<file path="src/hw/rtl/sed_pkg.sv">
// sed_pkg: shared constants for the stat entry decoder
// record layout offsets, phase codes, result kinds and error codes
// no dependencies
package sed_pkg;

  localparam int unsigned OFF_W  = 17;
  localparam int unsigned LEN_W  = 16;
  localparam int unsigned LIM_W  = 9;

  // smallest size accepted: size, fixed part, three empty string lengths
  localparam logic [OFF_W-1:0] MIN_TOTAL     = OFF_W'(2 + 39 + 2 + 2 + 2);
  localparam logic [OFF_W-1:0] OFF_QID_TYPE  = OFF_W'(8);
  localparam logic [OFF_W-1:0] OFF_MODE_TOP  = OFF_W'(8 + 1 + 4 + 8 + 3);
  localparam logic [OFF_W-1:0] OFF_LENGTH    = OFF_W'(8 + 1 + 4 + 8 + 4 + 4 + 4);
  localparam logic [OFF_W-1:0] OFF_FIXED_END = OFF_W'(8 + 1 + 4 + 8 + 4 + 4 + 4 + 8);
  localparam logic [LIM_W-1:0] NAME_LIMIT_RST = LIM_W'(64);

  // record phases
  localparam logic [2:0] PH_SZ_LO  = 3'd0;
  localparam logic [2:0] PH_SZ_HI  = 3'd1;
  localparam logic [2:0] PH_FIXED  = 3'd2;
  localparam logic [2:0] PH_LEN_LO = 3'd3;
  localparam logic [2:0] PH_LEN_HI = 3'd4;
  localparam logic [2:0] PH_STR    = 3'd5;
  localparam logic [2:0] PH_TRAIL  = 3'd6;

  // result kinds
  localparam logic [1:0] KIND_NAME = 2'd0;
  localparam logic [1:0] KIND_DONE = 2'd1;
  localparam logic [1:0] KIND_BAD  = 2'd2;

  // error codes
  localparam logic [1:0] ERR_SHORT   = 2'd0;
  localparam logic [1:0] ERR_SIZE    = 2'd1;
  localparam logic [1:0] ERR_OVERRUN = 2'd2;
  localparam logic [1:0] ERR_TRUNC   = 2'd3;

endpackage

</file>
<file path="src/hw/rtl/stat_entry_decoder.sv">
// stat_entry_decoder: byte-serial decoder for packed 9P stat records
// depends on sed_pkg for layout offsets and codes
//
// Takes one stream word per clock and gives at most one result word per input
// word: a name byte, a record-complete report (length, directory flag, bytes
// consumed) or an error. Each word goes through combinational field-state logic
// into one output register, so a new word is taken every cycle while the
// output side is not stalled; input stall follows output stall only while that
// register is full. A result is valid in the cycle after its word is accepted.
// After an error the block drops words up to the next one marked last, then
// expects a new size field. Write name_limit only while idle (not enforced).
module stat_entry_decoder (
  input  logic                           clk,
  input  logic                           rst_n,
  input  logic                           cfg_wr_en,
  input  logic [sed_pkg::LIM_W-1:0]      cfg_wr_data,
  input  logic                           in_valid,
  output logic                           in_stall,
  input  logic [7:0]                     in_byte,
  input  logic                           in_last,
  output logic                           out_valid,
  input  logic                           out_stall,
  output logic [1:0]                     out_kind,
  output logic [7:0]                     out_name_char,
  output logic [63:0]                    out_file_length,
  output logic                           out_dir_flag,
  output logic [sed_pkg::OFF_W-1:0]      out_consumed,
  output logic [1:0]                     out_error_code
);

  localparam int unsigned OW = sed_pkg::OFF_W;
  localparam int unsigned LW = sed_pkg::LEN_W;

  logic [sed_pkg::LIM_W-1:0] name_limit_r;
  logic [2:0]    phase_r, phase_nxt;
  logic [OW-1:0] byte_off_r, byte_off_nxt;
  logic [OW-1:0] rec_total_r, rec_total_nxt;
  logic          qid_dir_r, qid_dir_nxt;
  logic          mode_dir_r, mode_dir_nxt;
  logic [63:0]   length_r, length_nxt;
  logic [LW-1:0] str_left_r, str_left_nxt;
  logic [1:0]    str_num_r, str_num_nxt;
  logic [LW-1:0] name_sent_r, name_sent_nxt;
  logic          discard_r, discard_nxt;

  logic          out_valid_r;
  logic [1:0]    kind_r, err_code_r;
  logic [7:0]    name_char_r;
  logic [63:0]   file_len_r;
  logic          is_dir_r;
  logic [OW-1:0] consumed_r;

  logic          in_acc;
  logic          res_valid;
  logic [1:0]    res_kind, res_err;
  logic [7:0]    res_char;
  logic [63:0]   res_len;
  logic          res_dir;
  logic [OW-1:0] res_consumed;

  logic          err_hit, done, emit, clear_rec;
  logic [OW-1:0] o, off_inc;
  logic [LW-1:0] len_full, left_dec;
  logic [2:0]    sn_inc;

  assign in_stall = out_valid_r & out_stall;
  assign in_acc   = in_valid & ~in_stall;

  always_comb begin
    phase_nxt     = phase_r;
    byte_off_nxt  = byte_off_r;
    rec_total_nxt = rec_total_r;
    qid_dir_nxt   = qid_dir_r;
    mode_dir_nxt  = mode_dir_r;
    length_nxt    = length_r;
    str_left_nxt  = str_left_r;
    str_num_nxt   = str_num_r;
    name_sent_nxt = name_sent_r;
    discard_nxt   = discard_r;
    err_hit   = 1'b0;
    res_err   = sed_pkg::ERR_SHORT;
    done      = 1'b0;
    emit      = 1'b0;
    clear_rec = 1'b0;
    o         = byte_off_r;
    off_inc   = byte_off_r + OW'(1);
    len_full  = {in_byte, str_left_r[7:0]};
    left_dec  = str_left_r - LW'(1);
    sn_inc    = {1'b0, str_num_r} + 3'd1;
    res_valid    = 1'b0;
    res_kind     = sed_pkg::KIND_NAME;
    res_char     = 8'd0;
    res_len      = 64'd0;
    res_dir      = 1'b0;
    res_consumed = '0;

    if (in_acc) begin
      if (discard_r) begin
        if (in_last) begin
          discard_nxt = 1'b0;
        end
      end else begin
        unique case (phase_r)
          sed_pkg::PH_SZ_LO: begin
            o             = '0;
            off_inc       = OW'(1);
            rec_total_nxt = {{(OW-8){1'b0}}, in_byte};
            qid_dir_nxt   = 1'b0;
            mode_dir_nxt  = 1'b0;
            length_nxt    = 64'd0;
            str_left_nxt  = '0;
            str_num_nxt   = '0;
            name_sent_nxt = '0;
            phase_nxt     = sed_pkg::PH_SZ_HI;
            if (in_last) begin
              err_hit = 1'b1;
              res_err = sed_pkg::ERR_SHORT;
            end
          end
          sed_pkg::PH_SZ_HI: begin
            rec_total_nxt = {1'b0, in_byte, rec_total_r[7:0]} + OW'(2);
            phase_nxt     = sed_pkg::PH_FIXED;
            if (rec_total_nxt < sed_pkg::MIN_TOTAL) begin
              err_hit = 1'b1;
              res_err = sed_pkg::ERR_SIZE;
            end
          end
          sed_pkg::PH_FIXED: begin
            if (o == sed_pkg::OFF_QID_TYPE) begin
              qid_dir_nxt = in_byte[7];
            end
            if (o == sed_pkg::OFF_MODE_TOP) begin
              mode_dir_nxt = in_byte[7];
            end
            // little-endian length, one lane per offset
            for (int i = 0; i < 8; i++) begin
              if (o == sed_pkg::OFF_LENGTH + OW'(i)) begin
                length_nxt[8*i +: 8] = in_byte;
              end
            end
            if (off_inc >= sed_pkg::OFF_FIXED_END) begin
              str_num_nxt = '0;
              if ({1'b0, off_inc} + 18'd2 > {1'b0, rec_total_r}) begin
                err_hit = 1'b1;
                res_err = sed_pkg::ERR_OVERRUN;
              end else begin
                phase_nxt = sed_pkg::PH_LEN_LO;
              end
            end
          end
          sed_pkg::PH_LEN_LO: begin
            str_left_nxt = {{(LW-8){1'b0}}, in_byte};
            phase_nxt    = sed_pkg::PH_LEN_HI;
          end
          sed_pkg::PH_LEN_HI: begin
            str_left_nxt = len_full;
            if ({1'b0, off_inc} + {2'b0, len_full} > {1'b0, rec_total_r}) begin
              err_hit = 1'b1;
              res_err = sed_pkg::ERR_OVERRUN;
            end else if (len_full == '0) begin
              // empty string ends right here
              str_num_nxt = sn_inc[1:0];
              if (sn_inc[2]) begin
                phase_nxt = sed_pkg::PH_TRAIL;
              end else if ({1'b0, off_inc} + 18'd2 > {1'b0, rec_total_r}) begin
                err_hit = 1'b1;
                res_err = sed_pkg::ERR_OVERRUN;
              end else begin
                phase_nxt = sed_pkg::PH_LEN_LO;
              end
            end else begin
              phase_nxt = sed_pkg::PH_STR;
            end
          end
          sed_pkg::PH_STR: begin
            if (str_num_r == 2'd0) begin
              // cap is name_limit-1 bytes, none when the limit is zero
              emit = ({1'b0, name_sent_r} + 17'd1) < {8'b0, name_limit_r};
              name_sent_nxt = name_sent_r + LW'(1);
            end
            str_left_nxt = left_dec;
            if (left_dec == '0) begin
              str_num_nxt = sn_inc[1:0];
              if (sn_inc[2]) begin
                phase_nxt = sed_pkg::PH_TRAIL;
              end else if ({1'b0, off_inc} + 18'd2 > {1'b0, rec_total_r}) begin
                err_hit = 1'b1;
                res_err = sed_pkg::ERR_OVERRUN;
              end else begin
                phase_nxt = sed_pkg::PH_LEN_LO;
              end
            end
          end
          default: begin
            phase_nxt = sed_pkg::PH_TRAIL;
          end
        endcase

        byte_off_nxt = off_inc;
        done = ~err_hit && (phase_nxt == sed_pkg::PH_TRAIL) && (off_inc >= rec_total_nxt);
        if (~err_hit && ~done && in_last) begin
          err_hit = 1'b1;
          res_err = sed_pkg::ERR_TRUNC;
        end

        if (err_hit) begin
          res_valid   = 1'b1;
          res_kind    = sed_pkg::KIND_BAD;
          clear_rec   = 1'b1;
          discard_nxt = ~in_last;
        end else if (done) begin
          res_valid    = 1'b1;
          res_kind     = sed_pkg::KIND_DONE;
          res_len      = length_nxt;
          res_dir      = mode_dir_nxt | qid_dir_nxt;
          res_consumed = rec_total_nxt;
          clear_rec    = 1'b1;
        end else if (emit) begin
          res_valid = 1'b1;
          res_kind  = sed_pkg::KIND_NAME;
          res_char  = in_byte;
        end
        if (!err_hit) begin
          res_err = sed_pkg::ERR_SHORT;
        end

        if (clear_rec) begin
          phase_nxt     = sed_pkg::PH_SZ_LO;
          byte_off_nxt  = '0;
          rec_total_nxt = '0;
          qid_dir_nxt   = 1'b0;
          mode_dir_nxt  = 1'b0;
          length_nxt    = 64'd0;
          str_left_nxt  = '0;
          str_num_nxt   = '0;
          name_sent_nxt = '0;
        end
      end
    end
  end

  always_ff @(posedge clk) begin
    if (!rst_n) begin
      name_limit_r <= sed_pkg::NAME_LIMIT_RST;
      phase_r      <= sed_pkg::PH_SZ_LO;
      byte_off_r   <= '0;
      rec_total_r  <= '0;
      qid_dir_r    <= 1'b0;
      mode_dir_r   <= 1'b0;
      length_r     <= 64'd0;
      str_left_r   <= '0;
      str_num_r    <= '0;
      name_sent_r  <= '0;
      discard_r    <= 1'b0;
      out_valid_r  <= 1'b0;
    end else begin
      if (cfg_wr_en) begin
        name_limit_r <= cfg_wr_data;
      end
      phase_r     <= phase_nxt;
      byte_off_r  <= byte_off_nxt;
      rec_total_r <= rec_total_nxt;
      qid_dir_r   <= qid_dir_nxt;
      mode_dir_r  <= mode_dir_nxt;
      length_r    <= length_nxt;
      str_left_r  <= str_left_nxt;
      str_num_r   <= str_num_nxt;
      name_sent_r <= name_sent_nxt;
      discard_r   <= discard_nxt;
      if (!out_valid_r || !out_stall) begin
        out_valid_r <= res_valid;
      end
    end
  end

  // result register, loaded only when a word goes in (output is free then)
  always_ff @(posedge clk) begin
    if (in_acc && res_valid) begin
      kind_r      <= res_kind;
      name_char_r <= res_char;
      file_len_r  <= res_len;
      is_dir_r    <= res_dir;
      consumed_r  <= res_consumed;
      err_code_r  <= res_err;
    end
  end

  assign out_valid       = out_valid_r;
  assign out_kind        = kind_r;
  assign out_name_char   = name_char_r;
  assign out_file_length = file_len_r;
  assign out_dir_flag    = is_dir_r;
  assign out_consumed    = consumed_r;
  assign out_error_code  = err_code_r;

  a_discard_idle: assert property (@(posedge clk) disable iff (!rst_n)
    discard_r |-> phase_r == sed_pkg::PH_SZ_LO)
    else $error("discarding outside the size phase");

  a_done_size: assert property (@(posedge clk) disable iff (!rst_n)
    out_valid_r && kind_r == sed_pkg::KIND_DONE |-> consumed_r >= sed_pkg::MIN_TOTAL)
    else $error("completed record shorter than minimum");

  a_str_left: assert property (@(posedge clk) disable iff (!rst_n)
    phase_r == sed_pkg::PH_STR |-> str_left_r != '0)
    else $error("string phase with nothing left");

  a_trail_open: assert property (@(posedge clk) disable iff (!rst_n)
    phase_r == sed_pkg::PH_TRAIL |-> byte_off_r < rec_total_r)
    else $error("trailer phase past record end");

  a_discard_quiet: assert property (@(posedge clk) disable iff (!rst_n)
    in_acc && discard_r |=> !out_valid_r)
    else $error("result produced while discarding");

endmodule

</file>
<file path="config.mk">
export PLATFORM = sky130hd
export DESIGN_NAME = stat_entry_decoder
export DESIGN_NICKNAME = d
export VERILOG_FILES = /design/src/hw/rtl/sed_pkg.sv /design/src/hw/rtl/stat_entry_decoder.sv
export SDC_FILE = /design/constraint.sdc
export NUM_CORES = 1
export LEC_CHECK = 0
export BUFFER_PORTS_ARGS = -buffer_cell sky130_fd_sc_hd__buf_2
export CAP_MARGIN = 40
export CORE_ASPECT_RATIO = 0.8
export CORE_MARGIN = 10
export CORE_UTILIZATION = 61
export CTS_CLUSTER_SIZE = 16
export DETAILED_ROUTE_END_ITERATION = 6
export MAX_ROUTING_LAYER = met4
export PLACE_DENSITY_LB_ADDON = 0.2
export SKIP_CTS_REPAIR_TIMING = 1
export SLEW_MARGIN = 20
export SYNTH_ARGS = -nofsm -noshare
export SYNTH_HDL_FRONTEND = slang
export SYNTH_SLANG_ARGS = --single-unit
</file>
<file path="constraint.sdc">
create_clock -name clk -period 13.33 [get_ports clk]
set_input_delay 1.9995 -clock clk [delete_from_list [all_inputs] [get_ports clk]]
set_output_delay 1.9995 -clock clk [all_outputs]
set_load 0.01 [all_outputs]
</file>
Word level (Yosys, flattened, before mapping) --
Cells that the tools add are included.
Cells by class: mux-type cells 90, bitwise operators 11, add/sub/neg operators 8, $lt $le $gt $ge 6, shift operators 0, multiply operators 0, div/mod/pow operators 0, reduce and logical (&&, ||, !) cells 26, equal/unequal tests 22
Operators by type and width (number):
- 17-bit by 6-bit equality test with 1-bit output, second input constant | 8
- 64-bit one-hot mux with 2 select lines | 1
- 17-bit 2-to-1 mux | 7
- 64-bit 2-to-1 mux | 1
- 8-bit 2-to-1 mux | 8
- 16-bit one-hot mux with 4 select lines | 1
- 16-bit 2-to-1 mux | 3
- 1-bit 2-to-1 mux | 39
- 18-bit by 17-bit greater-than comparator with 1-bit output | 2
- 17-bit one-hot mux with 2 select lines | 1
- 16-bit logical NOT | 2
- 16-bit one-hot mux with 2 select lines | 1
- 3-bit 2-to-1 mux | 9
- 2-bit 2-to-1 mux | 13
- 17-bit by 16-bit adder with 18-bit output | 1
- 17-bit by 2-bit adder with 18-bit output, second input constant | 1
- 3-bit one-hot mux with 6 select lines | 1
- 16-bit by 1-bit adder with 17-bit output, second input constant | 1
- 16-bit by 2-bit adder with 17-bit output, second input constant | 1
- 17-bit by 1-bit adder with 17-bit output, second input constant | 1
- 17-bit by 4-bit equality test with 1-bit output, second input constant | 1
- 17-bit by 5-bit equality test with 1-bit output, second input constant | 1
- 17-bit >= comparator | 1
- 17-bit by 6-bit >= comparator with 1-bit output, second input constant | 1
- 32 further kinds | 57
Storage, ports and cells: memories 0, output and inout bits 96, RAM bits 0, flip-flop bits (word level) 242, memory bits (read-only) 0, logic and storage cells 183, bits in latches 0, input bits 23

Logic depth before layout (Yosys ltp) --
depth in word-level cells 24, depth in mapped cells 30, mapped depth without buffers 26

Least setup slack after synthesis --
OpenSTA, ideal clock, no wires.
kind in2reg, start point in in_byte[0], end point reg consumed_r[0] (netlist: out_consumed[0]) (enable), library setup time 679 ps, cell stages on the path 19, arrival time 11650 ps, data required time 12651 ps, path slack 1001 ps, path buffers 1, path through ha_1 > a21oi_1 > o21ai_0 > a21oi_1 > o2bb2ai_1 > nor2_1 > xnor2_1 > ha_1 > nand2_1 > nor2_1 > a2111oi_0 > o21ai_0 > o221ai_1 > a31oi_1 > o21ai_1 > and3b_2 > buf_6 > nor2_1 > o21ai_0
Between the ends: cells in the longest elaborated chain, start to end 19, elaborated cells on any way between the ends 35, classes of those cells 2 x add/sub; 3 x order compare; 1 x eq/ne; 21 x mux; 2 x bitwise; 6 x reduce/logical
Ends and longest elaborated chain:
- from (decl) | line stat_entry_decoder.sv:19 | input logic [7:0] in_byte,
- 17-bit by 16-bit adder with 18-bit output, or another cell as far along | line stat_entry_decoder.sv:157 | if ({1'b0, off_inc} + {2'b0, len_full} > {1'b0, rec_total_r}) begin
- 18-bit by 17-bit greater-than comparator with 1-bit output, or another cell as far along | line stat_entry_decoder.sv:157
- 3-bit 2-to-1 mux, or another cell as far along | line stat_entry_decoder.sv:157
- 3-bit one-hot mux with 6 select lines or 1-bit one-hot mux with 5 select lines (tied branches) | line stat_entry_decoder.sv:103 | unique case (phase_r)
- 3-bit 2-to-1 mux or 1-bit 2-to-1 mux (tied branches) | line stat_entry_decoder.sv:98 | if (discard_r) begin
- 3-bit 2-to-1 mux or 1-bit 2-to-1 mux (tied branches) | line stat_entry_decoder.sv:97 | if (in_acc) begin
- 3-bit equality test or 1-bit inverter (tied branches) | line stat_entry_decoder.sv:200, stat_entry_decoder.sv:201
- 1-bit logical AND (2 in series) | line stat_entry_decoder.sv:200 | done = ~err_hit && (phase_nxt == sed_pkg::PH_TRAIL) && (off_inc >= rec_total_nxt);
- [... 3 more ...]
- 1-bit 2-to-1 mux | line stat_entry_decoder.sv:201 | if (~err_hit && ~done && in_last) begin
- 1-bit 2-to-1 mux | line stat_entry_decoder.sv:98
- 1-bit 2-to-1 mux | line stat_entry_decoder.sv:97
- 1-bit 2-to-1 mux * | line stat_entry_decoder.sv:206 | if (err_hit) begin
- 1-bit 2-to-1 mux * | line stat_entry_decoder.sv:98
- 1-bit 2-to-1 mux * | line stat_entry_decoder.sv:97
- via res_valid | line stat_entry_decoder.sv:54 | logic res_valid;
- 1-bit logical AND * | line stat_entry_decoder.sv:278 | if (in_acc && res_valid) begin
- to (signal assigned) | line stat_entry_decoder.sv:283 | consumed_r <= res_consumed;
- to (decl) | line stat_entry_decoder.sv:51 | logic [OW-1:0] consumed_r;
The timed path passes the listed nets; every way through them passes the cells marked *. The select of a mux whose other input is x is not followed. A chain may end at the register's enable or synchronous reset.

Final worst setup path --
start point reg byte_off_r[0], end point reg consumed_r[14] (netlist: out_consumed[14]) (enable)
Between the ends: cells in the longest elaborated chain, start to end 23, elaborated cells on any way between the ends 43, classes of those cells 3 x add/sub; 4 x order compare; 1 x eq/ne; 28 x mux; 2 x bitwise; 5 x reduce/logical
Ends and longest elaborated chain:
- from (decl) | line stat_entry_decoder.sv:36 | logic [OW-1:0] byte_off_r, byte_off_nxt;
- from (signal assigned) | line stat_entry_decoder.sv:261 | byte_off_r <= byte_off_nxt;
- 17-bit by 1-bit adder with 17-bit output * | line stat_entry_decoder.sv:86 | off_inc = byte_off_r + OW'(1);
- 17-bit by 2-bit adder with 18-bit output | line stat_entry_decoder.sv:143, stat_entry_decoder.sv:165, stat_entry_decoder.sv:186
- 18-bit by 17-bit greater-than comparator with 1-bit output | line stat_entry_decoder.sv:143, stat_entry_decoder.sv:165, stat_entry_decoder.sv:186
- 3-bit 2-to-1 mux or 1-bit 2-to-1 mux (tied branches) | line stat_entry_decoder.sv:143, stat_entry_decoder.sv:165, stat_entry_decoder.sv:186
- 3-bit 2-to-1 mux or 1-bit 2-to-1 mux (tied branches) | line stat_entry_decoder.sv:184 | if (sn_inc[2]) begin
- 3-bit 2-to-1 mux or 1-bit 2-to-1 mux (tied branches) | line stat_entry_decoder.sv:160 | end else if (len_full == '0) begin
- 3-bit 2-to-1 mux or 1-bit 2-to-1 mux (tied branches) | line stat_entry_decoder.sv:157
- 3-bit one-hot mux with 6 select lines or 1-bit one-hot mux with 5 select lines (tied branches) | line stat_entry_decoder.sv:103
- [... 8 more ...]
- 1-bit 2-to-1 mux | line stat_entry_decoder.sv:201
- 1-bit 2-to-1 mux | line stat_entry_decoder.sv:98
- 1-bit 2-to-1 mux | line stat_entry_decoder.sv:97
- 1-bit 2-to-1 mux * | line stat_entry_decoder.sv:206
- 1-bit 2-to-1 mux * | line stat_entry_decoder.sv:98
- 1-bit 2-to-1 mux * | line stat_entry_decoder.sv:97
- via res_valid | line stat_entry_decoder.sv:54
- 1-bit logical AND * | line stat_entry_decoder.sv:278
Marks and branches as above.

==> metrics.yaml <==
synthesis:
  synth-async-reset-ratio_pct: 0
  yosys-top-cells-area: "dfxtp_1 20%, edfxtp_1 19%, ha_1 7.4%, a22o_1 6.0%, nor2_1 4.8%"
  synth.top_cell.area_share_pct: 19.5
  syn_area_per_cell_um2: 8.66
  synth_edf_count: 94
  yosysTopAreaCell: "dfxtp_1"
  synthDistinctLibCells: 89
  seq_area_frac_synth_pct: 38.1
  ys_ff_latch: 242
  netlist_instances: 1752
  synth_flop_cell: "dfxtp_1"
  yosys-top-cells-count: "195 x nor2_1, 159 x nand2_1, 148 x dfxtp_1"
  synth_area_um2: 15200
  synth_warnings: 0
  synth_nets: 1866
  yosysMostFrequentCell: "nor2_1"
placement:
  hpwl_um: 29500
  gp_congestion: 0.992
  numPortBuffers: 118
  dp_cells: 2078
  pre_cts_slack_ns: 5.25
final_layout:
  final_layout_size_suffix_gt1_share_pct: 12.0
  stdcell_count: 2128
  final.fill_count: 1931
  diodes: 0
  nNetsFinal: 1905
  area_delta_synth_final_pct: 10.6
floorplan:
  die_x_um: 196
  fp.dieArea_um2: 31600
  rows: 51
  initial_core_util_pct: 62.2
  coreArea_um2: 24400
  ioPinCount: 119
  die_h_um: 161
route:
  first_pass_iters: 6
  drc: 0
  vias: 13900
  vias_per_cell: 6.52
  antenna_left: 0
  wire_per_inst_um: 20.5
  drt_iter0_drc: 1942
  postRouteWirelength_um: 43700
setup_path:
  critPathKind: "flip-flop to flip-flop"
  cp_data_required_time_ns: 13.56
  r2r-start: "byte_off_r[0]"
  cp-start-kind: "flip-flop"
  end_kind: "flip-flop"
  arrival_ns: 7.96
  r2r-end: "out_consumed[14]"
  rr_worst_depth: 25
  cp_max_fo: 62
  r2r_setup_slack_ns: 5.59
cts:
  cts_max_level: 1
  cts_inserted_buffers: 25
  cts.sinks: 242
  clock-root-buffer: "clkbuf_16"
  clk_pin_slew_ns: 0.06
  clkLatencyLatePin_ns: 0.56
  cts_tree: "yes"
  clock_path_buffers: 3
sta:
  setup_viol: 0
  rsz0062_at_grt: "false"
  fin_worst_skew_ns: 0.0315
  hold_violations: 0
  relSlewSlack_pct: 42.9
  slew_violations: 0
  fin_crit_ns: 7.74
  finalSetupTns_ns: 0
  fin_ws_ns: 5.59
  fmax_mhz: 129
  post-route-period-util_pct: 58.0
  tightest_slew_ns: 0.851
worst_hold_path:
  min_path_type: "flip-flop to flip-flop"
  min_path_cells: 2
  whs_endpoint: "length_r[23]"
  hp-start: "length_r[23]"
status:
  status: "completed"
power:
  ir_drop_mv: 0.109
  p_leak_nw: 6.34
  p_per_area_nw_per_um2: 103
  total_power_mw: 1.72
grt:
  grt_antenna_before_repair: 0
  grt_pass1_wl_um: 69400
  grt_usage_pct: 26.9
  grt-ovfl-total: 0
  grt_pass1_vias: 12600
  grt_max_degree: 97
job:
  cap_violations: 0
## registers in the layout (all words and copies together), names as in the netlist, 3 cells and up
name and cells:
str_left_r 16, name_sent_r 16, length_r 64, out_name_char 8, name_limit_r 9, out_file_length 64
rec_total_r 17, out_consumed 17, byte_off_r 17, phase_r 3
## where the power goes
group,internal [mW],switching (mW)
Clock,0.440,0.315
Sequential,0.791,0.00873
Combinational,0.0497,0.117
## cell families after synthesis
group	synth area share, %
AND/OR/NAND/NOR	22.5
XOR/XNOR	4.10
buffers and inverters	5.16
adder cells (fa/ha/maj)	7.56
multiplexers	1.02
AO/OA/AOI/OAI	21.6
flip-flops	38.1
## critical path, cell delays in order, from the launching register on
cell       delay, ns
dfxtp_1         0.53
ha_1            0.58
nand3_1         0.28
nor3_1          0.26
xnor2_1         0.36
inv_1           0.25
ha_1            0.39
nand2_1         0.09
o21ai_0         0.24
a21oi_1         0.07
o2bb2ai_1       0.21
nor2_1          0.09
xnor2_1         0.19
ha_1            0.28
nand2_1         0.09
nor2_1          0.05
a2111oi_0       0.35
o21ai_0         0.16
o221ai_1        0.47
a31oi_1         0.16
o21ai_1         0.23
and3b_2         0.43
nor2_1          0.26
o21ai_4         0.67
buf_4           0.35
buf_16          0.29
## stage by stage
| step | cell area, µm² | utilization, % | hold slack [ns] |
|---|---|---|---|
| floorplan | 15200 | - | 0.442 |
| global placement | 15700 | 64.5 | 0.452 |
| detailed placement | 15800 | 64.8 | 0.461 |
| CTS | 16700 | 68.3 | 0.469 |
| global route | 16800 | 68.8 | 0.486 |
| finish | 16800 | 68.8 | 0.469 |
## cells in the final DEF, fill, tap and decap left out, types with 12 or more instances in the layout
cell type / Yosys / layout
nor2_1: 195 / 195
nand2_1: 159 / 158
dfxtp_1: 148 / 147
a21oi_1: 131 / 131
buf_2: 24 / 119
a22o_1: 104 / 104
edfxtp_1: 94 / 94
ha_1: 90 / 90
or3_1: 87 / 87
a22oi_1: 69 / 69
inv_1: 62 / 61
nand3_1: 58 / 58
xnor2_1: 54 / 54
o21ai_0: 47 / 46
nor3_1: 32 / 32
clkbuf_16: 0 / 25
nand4_1: 22 / 22
and2_1: 21 / 21
a21o_1: 19 / 19
xor2_1: 17 / 17
and3_1: 16 / 16
buf_4: 4 / 13
a31oi_1: 12 / 12
nor4_1: 12 / 12
nand2b_1: 13 / 12
## layer usage
metal	part of all wire, %	vias up	global-route usage (%)
met5	0	-	-
met4	2.7	0	7.42
met3	8.8	92	3.60
met2	45	662	39.6
met1	44	6610	38.1
li1	-	6517	-
## area by class of cell
cell class / instances / area (µm²) / share of cell area (%)
Multi-Input combinational cell: 1320 / 8630 / 51.4
Sequential cell: 242 / 5790 / 34.5
Timing Repair Buffer: 138 / 842 / 5.02
Clock buffer: 33 / 676 / 4.03
Tap cell: 318 / 398 / 2.37
Inverter: 64 / 241 / 1.44
Clock inverter: 13 / 198 / 1.18
## worst max path at each step
stage	cells after the start	startpoint	endpoint	slack [ns]
after floorplan	19	in_byte[0]	out_consumed[0]	1.00
after global placement	20	in_byte[0]	out_consumed[11]	5.55
after detailed placement	20	in_byte[0]	out_consumed[14]	5.25
after CTS	24	byte_off_r[0]	out_consumed[14]	5.44
after global routing	25	byte_off_r[0]	out_consumed[14]	4.99
final	25	byte_off_r[0]	out_consumed[14]	5.59
(Power assumes the default switching activity.)
